<file path="src/design/assert_macros.svh">
// ----------------------------------------------------------------------------
// assertion macros
// shared concurrent assertion wrappers, clocked on i_clk, off during reset
// ----------------------------------------------------------------------------
`ifndef ASSERT_MACROS_SVH
`define ASSERT_MACROS_SVH

// plain property check
`define PRQ_ASSERT(label, prop, msg) \
    label: assert property (@(posedge i_clk) disable iff (!i_rst_n) prop) \
        else $error(msg);

// same-cycle implication
`define PRQ_ASSERT_IMPL(label, ante, cons, msg) \
    `PRQ_ASSERT(label, (ante) |-> (cons), msg)

`endif

</file>
<file path="src/design/prq_pkg.sv">
// ----------------------------------------------------------------------------
// prq_pkg
// shared types and codes of the priority request admission queue
// ----------------------------------------------------------------------------
package prq_pkg;

    localparam logic [1:0] OP_SUBMIT  = 2'd0;
    localparam logic [1:0] OP_RELEASE = 2'd1;
    localparam logic [1:0] OP_PAUSE   = 2'd2;
    localparam logic [1:0] OP_NONE    = 2'd3;

    localparam logic [2:0] KIND_ACCEPT  = 3'd0;
    localparam logic [2:0] KIND_REJECT  = 3'd1;
    localparam logic [2:0] KIND_START   = 3'd2;
    localparam logic [2:0] KIND_RELEASE = 3'd3;
    localparam logic [2:0] KIND_PAUSE   = 3'd4;

    localparam int PADDR_W = 3;
    localparam logic REG_MAX_ACTIVE = 1'b0;
    localparam logic REG_MAX_QUEUED = 1'b1;

    localparam logic [4:0] MAX_ACTIVE_RST = 5'd6;
    localparam logic [7:0] MAX_QUEUED_RST = 8'd128;

    typedef struct packed {
        logic [1:0]  op;
        logic [15:0] id;
        logic [2:0]  prio;
        logic        pause;
    } t_cmd;

    typedef struct packed {
        logic [2:0]  kind;
        logic [15:0] id;
        logic        found;
        logic [7:0]  queued;
        logic [4:0]  active;
        logic        last;
    } t_result;

endpackage

</file>
<file path="src/design/priority_request_admission_queue.sv">
// a submit walks the waiting queue from the tail, one entry per cycle
// a release compacts the whole queue, one entry per cycle
// each start follows a registered head read from the queue ram
// results leave through an output register; a two-entry command buffer takes new input meanwhile
// synchronous active-low reset empties the queue and active set, unpauses, restores limits
// ----------------------------------------------------------------------------
// priority_request_admission_queue
// priority ordered admission queue with a bounded active set and apb config
// ----------------------------------------------------------------------------
`include "assert_macros.svh"

module priority_request_admission_queue #(
    parameter int QUEUE_DEPTH   = 128,
    parameter int ACTIVE_SLOTS  = 16,
    parameter int PRIORITY_BITS = 3
) (
    input  logic                          i_clk,
    input  logic                          i_rst_n,
    input  logic                          psel,
    input  logic                          penable,
    input  logic                          pwrite,
    input  logic [prq_pkg::PADDR_W-1:0]   paddr,
    input  logic [31:0]                   pwdata,
    output logic [31:0]                   prdata,
    output logic                          pready,
    input  logic                          i_in_valid,
    output logic                          o_in_ready,
    input  logic [1:0]                    i_operation,
    input  logic [15:0]                   i_request_id,
    input  logic [2:0]                    i_priority_req,
    input  logic                          i_pause_value,
    output logic                          o_out_valid,
    input  logic                          i_out_ready,
    output logic [2:0]                    o_kind,
    output logic [15:0]                   o_result_id,
    output logic                          o_found,
    output logic [7:0]                    o_queued_count,
    output logic [4:0]                    o_active_count,
    output logic                          o_last
);

    logic [4:0]       r_max_active;
    logic [7:0]       r_max_queued;
    logic             cfg_wr;
    logic             cmd_valid, cmd_ready;
    prq_pkg::t_cmd    cmd;
    prq_pkg::t_result res;

    assign pready = 1'b1;
    assign cfg_wr = psel && penable && pwrite && pready;

    always_ff @(posedge i_clk) begin
        if (!i_rst_n) begin
            r_max_active <= prq_pkg::MAX_ACTIVE_RST;
            r_max_queued <= prq_pkg::MAX_QUEUED_RST;
        end else if (cfg_wr) begin
            if (paddr[2] == prq_pkg::REG_MAX_ACTIVE) begin
                r_max_active <= pwdata[4:0];
            end else begin
                r_max_queued <= pwdata[7:0];
            end
        end
    end

    assign prdata = (paddr[2] == prq_pkg::REG_MAX_QUEUED) ? {24'd0, r_max_queued}
                                                          : {27'd0, r_max_active};

    prq_front u_front (
        .i_clk          (i_clk),
        .i_rst_n        (i_rst_n),
        .i_in_valid     (i_in_valid),
        .o_in_ready     (o_in_ready),
        .i_operation    (i_operation),
        .i_request_id   (i_request_id),
        .i_priority_req (i_priority_req),
        .i_pause_value  (i_pause_value),
        .o_cmd_valid    (cmd_valid),
        .o_cmd          (cmd),
        .i_cmd_ready    (cmd_ready)
    );

    prq_back #(
        .QUEUE_DEPTH   (QUEUE_DEPTH),
        .ACTIVE_SLOTS  (ACTIVE_SLOTS),
        .PRIORITY_BITS (PRIORITY_BITS)
    ) u_back (
        .i_clk        (i_clk),
        .i_rst_n      (i_rst_n),
        .i_cmd_valid  (cmd_valid),
        .i_cmd        (cmd),
        .o_cmd_ready  (cmd_ready),
        .i_max_active (r_max_active),
        .i_max_queued (r_max_queued),
        .o_res_valid  (o_out_valid),
        .o_res        (res),
        .i_res_ready  (i_out_ready)
    );

    assign o_kind         = res.kind;
    assign o_result_id    = res.id;
    assign o_found        = res.found;
    assign o_queued_count = res.queued;
    assign o_active_count = res.active;
    assign o_last         = res.last;

    `PRQ_ASSERT_IMPL(a_found_only_release, o_out_valid && (o_kind != prq_pkg::KIND_RELEASE), !o_found, "found set on a non-release result")
    `PRQ_ASSERT_IMPL(a_active_bound, o_out_valid, 32'(o_active_count) <= ACTIVE_SLOTS, "active count above slot count")
    `PRQ_ASSERT_IMPL(a_pause_id_zero, o_out_valid && (o_kind == prq_pkg::KIND_PAUSE), o_result_id == 16'd0, "pause ack with id")

endmodule

</file>
<file path="src/design/prq_ram.sv">
// ----------------------------------------------------------------------------
// prq_ram
// generic simple dual port ram, one write and one registered read port
// ----------------------------------------------------------------------------
module prq_ram #(
    parameter int WIDTH = 19,
    parameter int DEPTH = 128
) (
    input  logic                     i_clk,
    input  logic                     i_we,
    input  logic [$clog2(DEPTH)-1:0] i_waddr,
    input  logic [WIDTH-1:0]         i_wdata,
    input  logic                     i_re,
    input  logic [$clog2(DEPTH)-1:0] i_raddr,
    output logic [WIDTH-1:0]         o_rdata
);

    logic [WIDTH-1:0] r_mem [DEPTH];
    logic [WIDTH-1:0] r_rdata;

    always_ff @(posedge i_clk) begin
        if (i_we) begin
            r_mem[i_waddr] <= i_wdata;
        end
        if (i_re) begin
            r_rdata <= r_mem[i_raddr];
        end
    end

    assign o_rdata = r_rdata;

endmodule

</file>
<file path="src/design/prq_front.sv">
// ----------------------------------------------------------------------------
// prq_front
// accepts request transactions, drops OP_NONE operations, buffers commands
// ----------------------------------------------------------------------------
module prq_front (
    input  logic           i_clk,
    input  logic           i_rst_n,
    input  logic           i_in_valid,
    output logic           o_in_ready,
    input  logic [1:0]     i_operation,
    input  logic [15:0]    i_request_id,
    input  logic [2:0]     i_priority_req,
    input  logic           i_pause_value,
    output logic           o_cmd_valid,
    output prq_pkg::t_cmd  o_cmd,
    input  logic           i_cmd_ready
);

    prq_pkg::t_cmd r_buf [2];
    logic          r_wp, n_wp;
    logic          r_rp, n_rp;
    logic [1:0]    r_cnt, n_cnt;
    logic          push, pop;
    prq_pkg::t_cmd cmd_in;

    assign o_in_ready  = (r_cnt != 2'd2);
    assign o_cmd_valid = (r_cnt != 2'd0);
    assign o_cmd       = r_buf[r_rp];

    assign cmd_in.op    = i_operation;
    assign cmd_in.id    = i_request_id;
    assign cmd_in.prio  = i_priority_req;
    assign cmd_in.pause = i_pause_value;

    assign push = i_in_valid && o_in_ready && (i_operation != prq_pkg::OP_NONE);
    assign pop  = o_cmd_valid && i_cmd_ready;

    always_comb begin
        n_wp  = push ? ~r_wp : r_wp;
        n_rp  = pop ? ~r_rp : r_rp;
        n_cnt = r_cnt + {1'b0, push} - {1'b0, pop};
    end

    always_ff @(posedge i_clk) begin
        if (!i_rst_n) begin
            r_wp  <= 1'b0;
            r_rp  <= 1'b0;
            r_cnt <= 2'd0;
        end else begin
            r_wp  <= n_wp;
            r_rp  <= n_rp;
            r_cnt <= n_cnt;
        end
    end

    always_ff @(posedge i_clk) begin
        if (push) begin
            r_buf[r_wp] <= cmd_in;
        end
    end

endmodule

</file>
<file path="src/design/prq_back.sv">
// ----------------------------------------------------------------------------
// prq_back
// sequencer that walks the waiting queue, keeps the active set, emits results
// ----------------------------------------------------------------------------
module prq_back #(
    parameter int QUEUE_DEPTH   = 128,
    parameter int ACTIVE_SLOTS  = 16,
    parameter int PRIORITY_BITS = 3
) (
    input  logic              i_clk,
    input  logic              i_rst_n,
    input  logic              i_cmd_valid,
    input  prq_pkg::t_cmd     i_cmd,
    output logic              o_cmd_ready,
    input  logic [4:0]        i_max_active,
    input  logic [7:0]        i_max_queued,
    output logic              o_res_valid,
    output prq_pkg::t_result  o_res,
    input  logic              i_res_ready
);

    localparam int AW  = $clog2(QUEUE_DEPTH);
    localparam int CW  = $clog2(QUEUE_DEPTH + 1);
    localparam int SW  = (ACTIVE_SLOTS > 1) ? $clog2(ACTIVE_SLOTS) : 1;
    localparam int TW  = $clog2(ACTIVE_SLOTS + 1);
    localparam int PB  = PRIORITY_BITS;
    localparam int EW  = 16 + PB;
    localparam int LW  = (TW > 5) ? TW : 5;
    localparam int QLW = (CW > 8) ? CW : 8;

    localparam logic [2:0] S_IDLE     = 3'd0;
    localparam logic [2:0] S_INS      = 3'd1;
    localparam logic [2:0] S_INS_HEAD = 3'd2;
    localparam logic [2:0] S_REL      = 3'd3;
    localparam logic [2:0] S_EMIT     = 3'd4;
    localparam logic [2:0] S_DISP     = 3'd5;

    function automatic logic [AW-1:0] f_phys(input logic [AW-1:0] h, input logic [AW-1:0] l);
        logic [AW:0] s;
        s = {1'b0, h} + {1'b0, l};
        if (s >= (AW+1)'(QUEUE_DEPTH)) begin
            s = s - (AW+1)'(QUEUE_DEPTH);
        end
        return s[AW-1:0];
    endfunction

    function automatic logic [PB-1:0] f_prio(input logic [2:0] p);
        logic [7:0]    pw;
        logic [PB-1:0] q;
        pw = {5'd0, p};
        for (int i = 0; i < PB; i++) begin
            q[i] = pw[i];
        end
        return q;
    endfunction

    function automatic logic [7:0] f_q8(input logic [CW-1:0] c);
        logic [31:0] w;
        w = 32'(c);
        return w[7:0];
    endfunction

    function automatic logic [4:0] f_a5(input logic [TW-1:0] c);
        logic [31:0] w;
        w = 32'(c);
        return w[4:0];
    endfunction

    logic [2:0]       r_state, n_state;
    logic [CW-1:0]    r_count, n_count;
    logic [AW-1:0]    r_head, n_head;
    logic [AW-1:0]    r_idx, n_idx;
    logic [CW-1:0]    r_wr, n_wr;
    logic [15:0]      r_id, n_id;
    logic [PB-1:0]    r_prio, n_prio;
    logic             r_found, n_found;
    logic [2:0]       r_kind, n_kind;
    logic [TW-1:0]    r_starts, n_starts;
    logic             r_paused, n_paused;
    logic [TW-1:0]    r_total, n_total;
    logic             r_slot_valid [ACTIVE_SLOTS];
    logic             n_slot_valid [ACTIVE_SLOTS];
    logic [15:0]      r_slot_id [ACTIVE_SLOTS];
    logic             slot_we;
    logic [SW-1:0]    slot_widx;
    logic             r_ov, n_ov;
    prq_pkg::t_result r_out, n_out;

    logic             ram_we, ram_re;
    logic [AW-1:0]    ram_waddr, ram_raddr;
    logic [EW-1:0]    ram_wdata, ram_rdata;
    logic [15:0]      rd_id;
    logic [PB-1:0]    rd_prio;

    logic [15:0]      key;
    logic             match, free;
    logic [SW-1:0]    match_idx, free_idx;

    logic [QLW-1:0]   qlim, mq;
    logic [LW-1:0]    alim, ma;
    logic             can_emit, cond;
    logic [AW-1:0]    next_head;
    logic [CW-1:0]    cnt_dec;
    logic [TW-1:0]    tot_inc, starts_inc;
    logic [CW-1:0]    wr_inc;

    prq_ram #(
        .WIDTH (EW),
        .DEPTH (QUEUE_DEPTH)
    ) u_queue_ram (
        .i_clk   (i_clk),
        .i_we    (ram_we),
        .i_waddr (ram_waddr),
        .i_wdata (ram_wdata),
        .i_re    (ram_re),
        .i_raddr (ram_raddr),
        .o_rdata (ram_rdata)
    );

    assign rd_id   = ram_rdata[EW-1:PB];
    assign rd_prio = ram_rdata[PB-1:0];

    assign key = (r_state == S_IDLE) ? i_cmd.id : rd_id;

    always_comb begin
        match     = 1'b0;
        match_idx = '0;
        free      = 1'b0;
        free_idx  = '0;
        for (int i = ACTIVE_SLOTS - 1; i >= 0; i--) begin
            if (r_slot_valid[i] && (r_slot_id[i] == key)) begin
                match     = 1'b1;
                match_idx = SW'(i);
            end
            if (!r_slot_valid[i]) begin
                free     = 1'b1;
                free_idx = SW'(i);
            end
        end
    end

    // effective limits
    always_comb begin
        mq   = QLW'(i_max_queued);
        qlim = (mq > QLW'(QUEUE_DEPTH)) ? QLW'(QUEUE_DEPTH) : mq;
        ma   = LW'(i_max_active);
        if (ma == '0) begin
            alim = LW'(1);
        end else if (ma > LW'(ACTIVE_SLOTS)) begin
            alim = LW'(ACTIVE_SLOTS);
        end else begin
            alim = ma;
        end
    end

    assign can_emit   = !r_ov || i_res_ready;
    assign cond       = !r_paused && (r_count != '0) && (LW'(r_total) < alim);
    assign next_head  = f_phys(r_head, AW'(1));
    assign cnt_dec    = r_count - CW'(1);
    assign starts_inc = r_starts + TW'(1);
    assign wr_inc     = r_wr + CW'(1);

    always_comb begin
        n_state   = r_state;
        n_count   = r_count;
        n_head    = r_head;
        n_idx     = r_idx;
        n_wr      = r_wr;
        n_id      = r_id;
        n_prio    = r_prio;
        n_found   = r_found;
        n_kind    = r_kind;
        n_starts  = r_starts;
        n_paused  = r_paused;
        n_total   = r_total;
        n_ov      = r_ov && !i_res_ready;
        n_out     = r_out;
        ram_we    = 1'b0;
        ram_waddr = r_head;
        ram_wdata = {r_id, r_prio};
        ram_re    = 1'b0;
        ram_raddr = r_head;
        slot_we   = 1'b0;
        slot_widx = free_idx;
        tot_inc   = r_total;
        o_cmd_ready = 1'b0;
        for (int i = 0; i < ACTIVE_SLOTS; i++) begin
            n_slot_valid[i] = r_slot_valid[i];
        end

        unique case (r_state)
            S_IDLE: begin
                o_cmd_ready = 1'b1;
                if (i_cmd_valid) begin
                    n_id    = i_cmd.id;
                    n_prio  = f_prio(i_cmd.prio);
                    n_found = 1'b0;
                    unique case (i_cmd.op)
                        prq_pkg::OP_SUBMIT: begin
                            if (QLW'(r_count) >= qlim) begin
                                n_kind  = prq_pkg::KIND_REJECT;
                                n_state = S_EMIT;
                            end else if (r_count == '0) begin
                                ram_we    = 1'b1;
                                ram_waddr = r_head;
                                ram_wdata = {i_cmd.id, f_prio(i_cmd.prio)};
                                n_count   = r_count + CW'(1);
                                n_kind    = prq_pkg::KIND_ACCEPT;
                                n_state   = S_EMIT;
                            end else begin
                                n_idx     = AW'(cnt_dec);
                                ram_re    = 1'b1;
                                ram_raddr = f_phys(r_head, AW'(cnt_dec));
                                n_state   = S_INS;
                            end
                        end
                        prq_pkg::OP_RELEASE: begin
                            n_kind  = prq_pkg::KIND_RELEASE;
                            n_found = match;
                            if (match) begin
                                n_slot_valid[match_idx] = 1'b0;
                                if (r_total != '0) begin
                                    n_total = r_total - TW'(1);
                                end
                            end
                            n_idx = '0;
                            n_wr  = '0;
                            if (r_count == '0) begin
                                n_state = S_EMIT;
                            end else begin
                                ram_re    = 1'b1;
                                ram_raddr = r_head;
                                n_state   = S_REL;
                            end
                        end
                        prq_pkg::OP_PAUSE: begin
                            n_paused = i_cmd.pause;
                            n_kind   = prq_pkg::KIND_PAUSE;
                            n_id     = 16'd0;
                            n_state  = S_EMIT;
                        end
                        default: begin
                            n_state = S_IDLE;
                        end
                    endcase
                end
            end
            S_INS: begin
                ram_we    = 1'b1;
                ram_waddr = f_phys(r_head, r_idx + AW'(1));
                if (rd_prio < r_prio) begin
                    ram_wdata = ram_rdata;
                    if (r_idx == '0) begin
                        n_state = S_INS_HEAD;
                    end else begin
                        n_idx     = r_idx - AW'(1);
                        ram_re    = 1'b1;
                        ram_raddr = f_phys(r_head, r_idx - AW'(1));
                    end
                end else begin
                    ram_wdata = {r_id, r_prio};
                    n_count   = r_count + CW'(1);
                    n_kind    = prq_pkg::KIND_ACCEPT;
                    n_state   = S_EMIT;
                end
            end
            S_INS_HEAD: begin
                ram_we    = 1'b1;
                ram_waddr = r_head;
                ram_wdata = {r_id, r_prio};
                n_count   = r_count + CW'(1);
                n_kind    = prq_pkg::KIND_ACCEPT;
                n_state   = S_EMIT;
            end
            S_REL: begin
                if (rd_id == r_id) begin
                    n_found = 1'b1;
                    n_wr    = r_wr;
                end else begin
                    ram_we    = 1'b1;
                    ram_waddr = f_phys(r_head, AW'(r_wr));
                    ram_wdata = ram_rdata;
                    n_wr      = wr_inc;
                end
                if ((CW'(r_idx) + CW'(1)) == r_count) begin
                    n_count = n_wr;
                    n_state = S_EMIT;
                end else begin
                    n_idx     = r_idx + AW'(1);
                    ram_re    = 1'b1;
                    ram_raddr = f_phys(r_head, r_idx + AW'(1));
                end
            end
            S_EMIT: begin
                if (can_emit) begin
                    n_ov         = 1'b1;
                    n_out.kind   = r_kind;
                    n_out.id     = r_id;
                    n_out.found  = r_found;
                    n_out.queued = f_q8(r_count);
                    n_out.active = f_a5(r_total);
                    n_out.last   = !cond;
                    if (cond) begin
                        n_starts  = '0;
                        ram_re    = 1'b1;
                        ram_raddr = r_head;
                        n_state   = S_DISP;
                    end else begin
                        n_state = S_IDLE;
                    end
                end
            end
            S_DISP: begin
                if (can_emit) begin
                    n_head   = next_head;
                    n_count  = cnt_dec;
                    n_starts = starts_inc;
                    if (!match && free) begin
                        slot_we   = 1'b1;
                        slot_widx = free_idx;
                        n_slot_valid[free_idx] = 1'b1;
                        tot_inc   = r_total + TW'(1);
                    end
                    n_total      = tot_inc;
                    n_ov         = 1'b1;
                    n_out.kind   = prq_pkg::KIND_START;
                    n_out.id     = rd_id;
                    n_out.found  = 1'b0;
                    n_out.queued = f_q8(cnt_dec);
                    n_out.active = f_a5(tot_inc);
                    if ((cnt_dec != '0) && (LW'(tot_inc) < alim)
                        && (starts_inc < TW'(ACTIVE_SLOTS))) begin
                        n_out.last = 1'b0;
                        ram_re     = 1'b1;
                        ram_raddr  = next_head;
                    end else begin
                        n_out.last = 1'b1;
                        n_state    = S_IDLE;
                    end
                end
            end
            default: begin
                n_state = S_IDLE;
            end
        endcase
    end

    always_ff @(posedge i_clk) begin
        if (!i_rst_n) begin
            r_state  <= S_IDLE;
            r_count  <= '0;
            r_head   <= '0;
            r_paused <= 1'b0;
            r_total  <= '0;
            r_ov     <= 1'b0;
            for (int i = 0; i < ACTIVE_SLOTS; i++) begin
                r_slot_valid[i] <= 1'b0;
            end
        end else begin
            r_state  <= n_state;
            r_count  <= n_count;
            r_head   <= n_head;
            r_paused <= n_paused;
            r_total  <= n_total;
            r_ov     <= n_ov;
            for (int i = 0; i < ACTIVE_SLOTS; i++) begin
                r_slot_valid[i] <= n_slot_valid[i];
            end
        end
    end

    always_ff @(posedge i_clk) begin
        r_idx    <= n_idx;
        r_wr     <= n_wr;
        r_id     <= n_id;
        r_prio   <= n_prio;
        r_found  <= n_found;
        r_kind   <= n_kind;
        r_starts <= n_starts;
        r_out    <= n_out;
        if (slot_we) begin
            r_slot_id[slot_widx] <= rd_id;
        end
    end

    assign o_res_valid = r_ov;
    assign o_res       = r_out;

endmodule

</file>
<file path="config.mk">
export PLATFORM = sky130hd
export DESIGN_NAME = priority_request_admission_queue
export DESIGN_NICKNAME = d
export VERILOG_FILES = /design/src/design/prq_pkg.sv /design/src/design/priority_request_admission_queue.sv /design/src/design/prq_ram.sv /design/src/design/prq_front.sv /design/src/design/prq_back.sv
export VERILOG_INCLUDE_DIRS = /design/src /design/src/design
export SDC_FILE = /design/constraint.sdc
export NUM_CORES = 2
export LEC_CHECK = 0
export ABC_AREA = 1
export BUFFER_PORTS_ARGS = -buffer_cell sky130_fd_sc_hd__buf_2
export CORE_ASPECT_RATIO = 0.6
export CORE_MARGIN = 3
export CORE_UTILIZATION = 55
export CTS_CLUSTER_DIAMETER = 120
export DETAILED_ROUTE_END_ITERATION = 7
export HOLD_SLACK_MARGIN = 0.1
export PLACE_DENSITY = 0.71
export SLEW_MARGIN = 10
export SYNTH_ARGS = -nofsm -noshare
export SYNTH_HDL_FRONTEND = slang
export SYNTH_SLANG_ARGS = --single-unit
export TNS_END_PERCENT = 5
</file>
<file path="constraint.sdc">
create_clock -name i_clk -period 10.8 [get_ports i_clk]
set_input_delay 0.54 -clock i_clk [delete_from_list [all_inputs] [get_ports i_clk]]
set_output_delay 0.54 -clock i_clk [all_outputs]
set_load 0.01 [all_outputs]
</file>
==> impl_results.md <==
- Outcome: finished, violations left
- Failing checks: DRC
- 1st-iter DRT viols: 15700
- Num rows: 135
- Global Route Usage Sum: 0.316
- Via count: 91000
- Hold Crit Class: input pin to register
- Endpoint class of the critical path: register
- Largest net degree at the start of global routing: 173
- Die Span X: 625 µm
- Syn Area/Cell: 11.4 µm²
- Seq/Total Area, Yosys: 0.680
- Clock skew: 0.0508 ns
- TritonCTS Buffers: 266
- Most used DFF post-synth: edfxtp_1
- Crit path DAT: 9.84 ns
- Clk Latency, worst-skew pair: 0.86 ns
- Vias in the first global route: 84300
- Drt total wl: 382000 µm
- Worst Setup EP: u_back.u_queue_ram.o_rdata[2]
- Residual DRC: 1
- Max Fclk: 108 MHz
- Most frequent cells in the layout: nand3_1 (3579), edfxtp_1 (2829), nand2_1 (2152)
- Share of cells above drive strength 1: 0.0980
- DP Wirelength: 223000 µm
- Setup crit start kind: register
- Initial DRT Pass Iterations: 8
- WP buf/inv: 5
- Final Hold Viols: 0
- Worst r2r src: u_back.r_state[1]
- Slowest stage delay, CP: 0.67 ns
- Critical Path Source: u_back.r_state[1]
- Post-Synthesis Cells: 11100
- Die area: 0.236 mm²
- Clock slew at reported path FFs: 0.07 ns
- Top Family by Delay on Critical Path: simple AND/OR/NAND/NOR gates
- Max transition margin: 0.108
- Initial cell density of the core: 0.557
- Synth top area share: 0.671
- H-tree levels: 5
- RePlAce Congestion: 0.955
- Net count, final: 11200
- Ys async rst share: 0
- Clk sink count: 2887
- FILL cells: 17500
- CP required: 11.39 ns
- Synth warn: 0
- Slew Viols, Final: 0
- Port bufs: 81
- DRT antenna net count: 0
- Fin crit period: 9.25 ns
- Yosys top cell by area: edfxtp_1
- Worst path depth: 40
- Initial antenna violation count: 9
- DR vias/cell: 6.39
- Leading cell type in the layout, fill and taps excluded: nand3_1
- Flop2flop setup slack: 1.55 ns
- Crit path max fanout: 52
- Most frequent cell on the critical path: nand2_1
- Max Cap Viol: 0
- Clk Tree Root Cell: clkbuf_16
- Max Buffers Root-to-Sink: 4
- Total grt overflow: 0
- Crit path kind: register to register
- Worst-margin pin slew: 1.33 ns
- Worst r2r dst: u_back.u_queue_ram.o_rdata[2]
- I/O Pins: 133
- Reg2reg path depth: 40
- Synth top area cells: edfxtp_1 (67%), nand3_1 (14%), nand2_1 (6.4%)
- Post-synth EDFFs: 2829
- Post-CTS setup repair buffer count: 0
- Std-Cell Core Area: 0.227 mm²
- Seq cells post-synth: 2887
- WL/cell: 26.8 µm
- Final setup vio count: 0
- Distinct cell type count of the synthesized netlist: 66
- Period utilization: 0.856
- Setup TNS: 0 ns
- CTS tree: done
- First-pass GRT wire length: 556000 µm
- Unrepaired setup endpoints after global routing: false
- Layout area overhead: 8.96%
- Chip Height: 378 µm
- Netlist Area Pre-Place: 0.127 mm²
- Slowest cell on crit path: nand2_1
## per-stage QoR
stage	setup WS (ns)	util	instances	hold WS, ns	instance area (µm²)
after floorplan	3.93	-	11100	0.426	127000
after global placement	2.21	0.570	13800	0.436	130000
after detailed placement	2.05	0.570	13800	0.447	130000
after CTS	1.95	0.607	14200	0.103	138000
after global routing	1.16	0.607	14200	0.174	138000
final	1.55	0.607	14200	0.150	138000
## how the worst min path moves through the flow
stage	start	to	slack [ns]	cells after the start
floorplan	u_front.r_rp	register	0.43	1
global placement	u_front.r_rp	u_front.r_rp	0.44	1
detailed placement	u_front.r_rp	u_front.r_rp	0.45	1
CTS	penable	r_max_active[2]	0.10	4
global route	penable	r_max_active[2]	0.17	4
finish	penable	r_max_active[2]	0.15	4
## tightest hold or removal path: cells and delay by family
kind / cells / cell delay [ns]
compound gates: 1 / 0.16
buf+inv: 1 / 0.10
simple gates: 2 / 0.17
## final cells by class
| cell class | count | area [µm²] | share of cell area |
|---|---|---|---|
| Antenna cell | 3 | 7.51 | 0.0000544 |
| Sequential cell | 2887 | 86100 | 0.624 |
| Inverter | 396 | 1500 | 0.0109 |
| Multi-Input combinational cell | 7069 | 35000 | 0.254 |
| Clock inverter | 113 | 826 | 0.00599 |
| Timing Repair Buffer | 417 | 3560 | 0.0258 |
| Tap cell | 3014 | 3770 | 0.0273 |
| Clock buffer | 339 | 7140 | 0.0518 |
## what timing repair did
| item | in CTS | in global routing |
|---|---|---|
| endpoints found under the hold margin | 57 | 0 |
| resized for setup | 0 | 0 |
| hold buffers | 31 | 0 |
## cells by family after synthesis
family,after synthesis,synth area share
xor gates and xnor gates,103,0.00713
DFF,2887,0.680
other,2,0.0000593
buffers and inverters,1168,0.0479
and+or+nand+nor,6490,0.240
adders and majority gates,65,0.00666
AOI/OAI and AO/OA,386,0.0183
## cell usage after synthesis (33+ instances only)
| master | n |
|---|---|
| ha_1 | 61 |
| buf_1 | 70 |
| buf_6 | 45 |
| nand2_1 | 2155 |
| buf_4 | 91 |
| o21ai_0 | 142 |
| a21oi_1 | 95 |
| inv_1 | 381 |
| nor2_1 | 443 |
| nand3_1 | 3579 |
| o211ai_1 | 44 |
| xnor2_1 | 54 |
| xor2_1 | 49 |
| nand3_2 | 147 |
| clkbuf_1 | 139 |
| buf_2 | 383 |
| nor3_1 | 33 |
| dfxtp_1 | 58 |
| edfxtp_1 | 2829 |
## state kept, by name (all words and copies together) (netlist names), 5 cells and up, named ones only
signal / flops
u_front.r_buf: 44
u_back.r_starts: 5
u_back.r_slot_valid: 16
u_back.r_total: 5
u_back.r_slot_id: 256
u_back.r_head: 7
u_back.r_idx: 7
u_back.u_queue_ram.o_rdata: 19
r_max_active: 5
u_back.o_res: 34
u_back.r_id: 16
u_back.r_count: 8
u_back.r_wr: 8
u_back.u_queue_ram.r_mem: 2432
r_max_queued: 8
## per-layer routing
metal  vias up  global-route usage  part of all wire
li1      39600                   -                 -
met1     44200               0.468              0.39
met2      6403               0.430              0.41
met3       739               0.120              0.17
met4         4              0.0978             0.032
met5         -                   0          0.000060
Power is not shown: default switching activity piles up to over one toggle a cycle in this logic, so the estimate is an artifact.
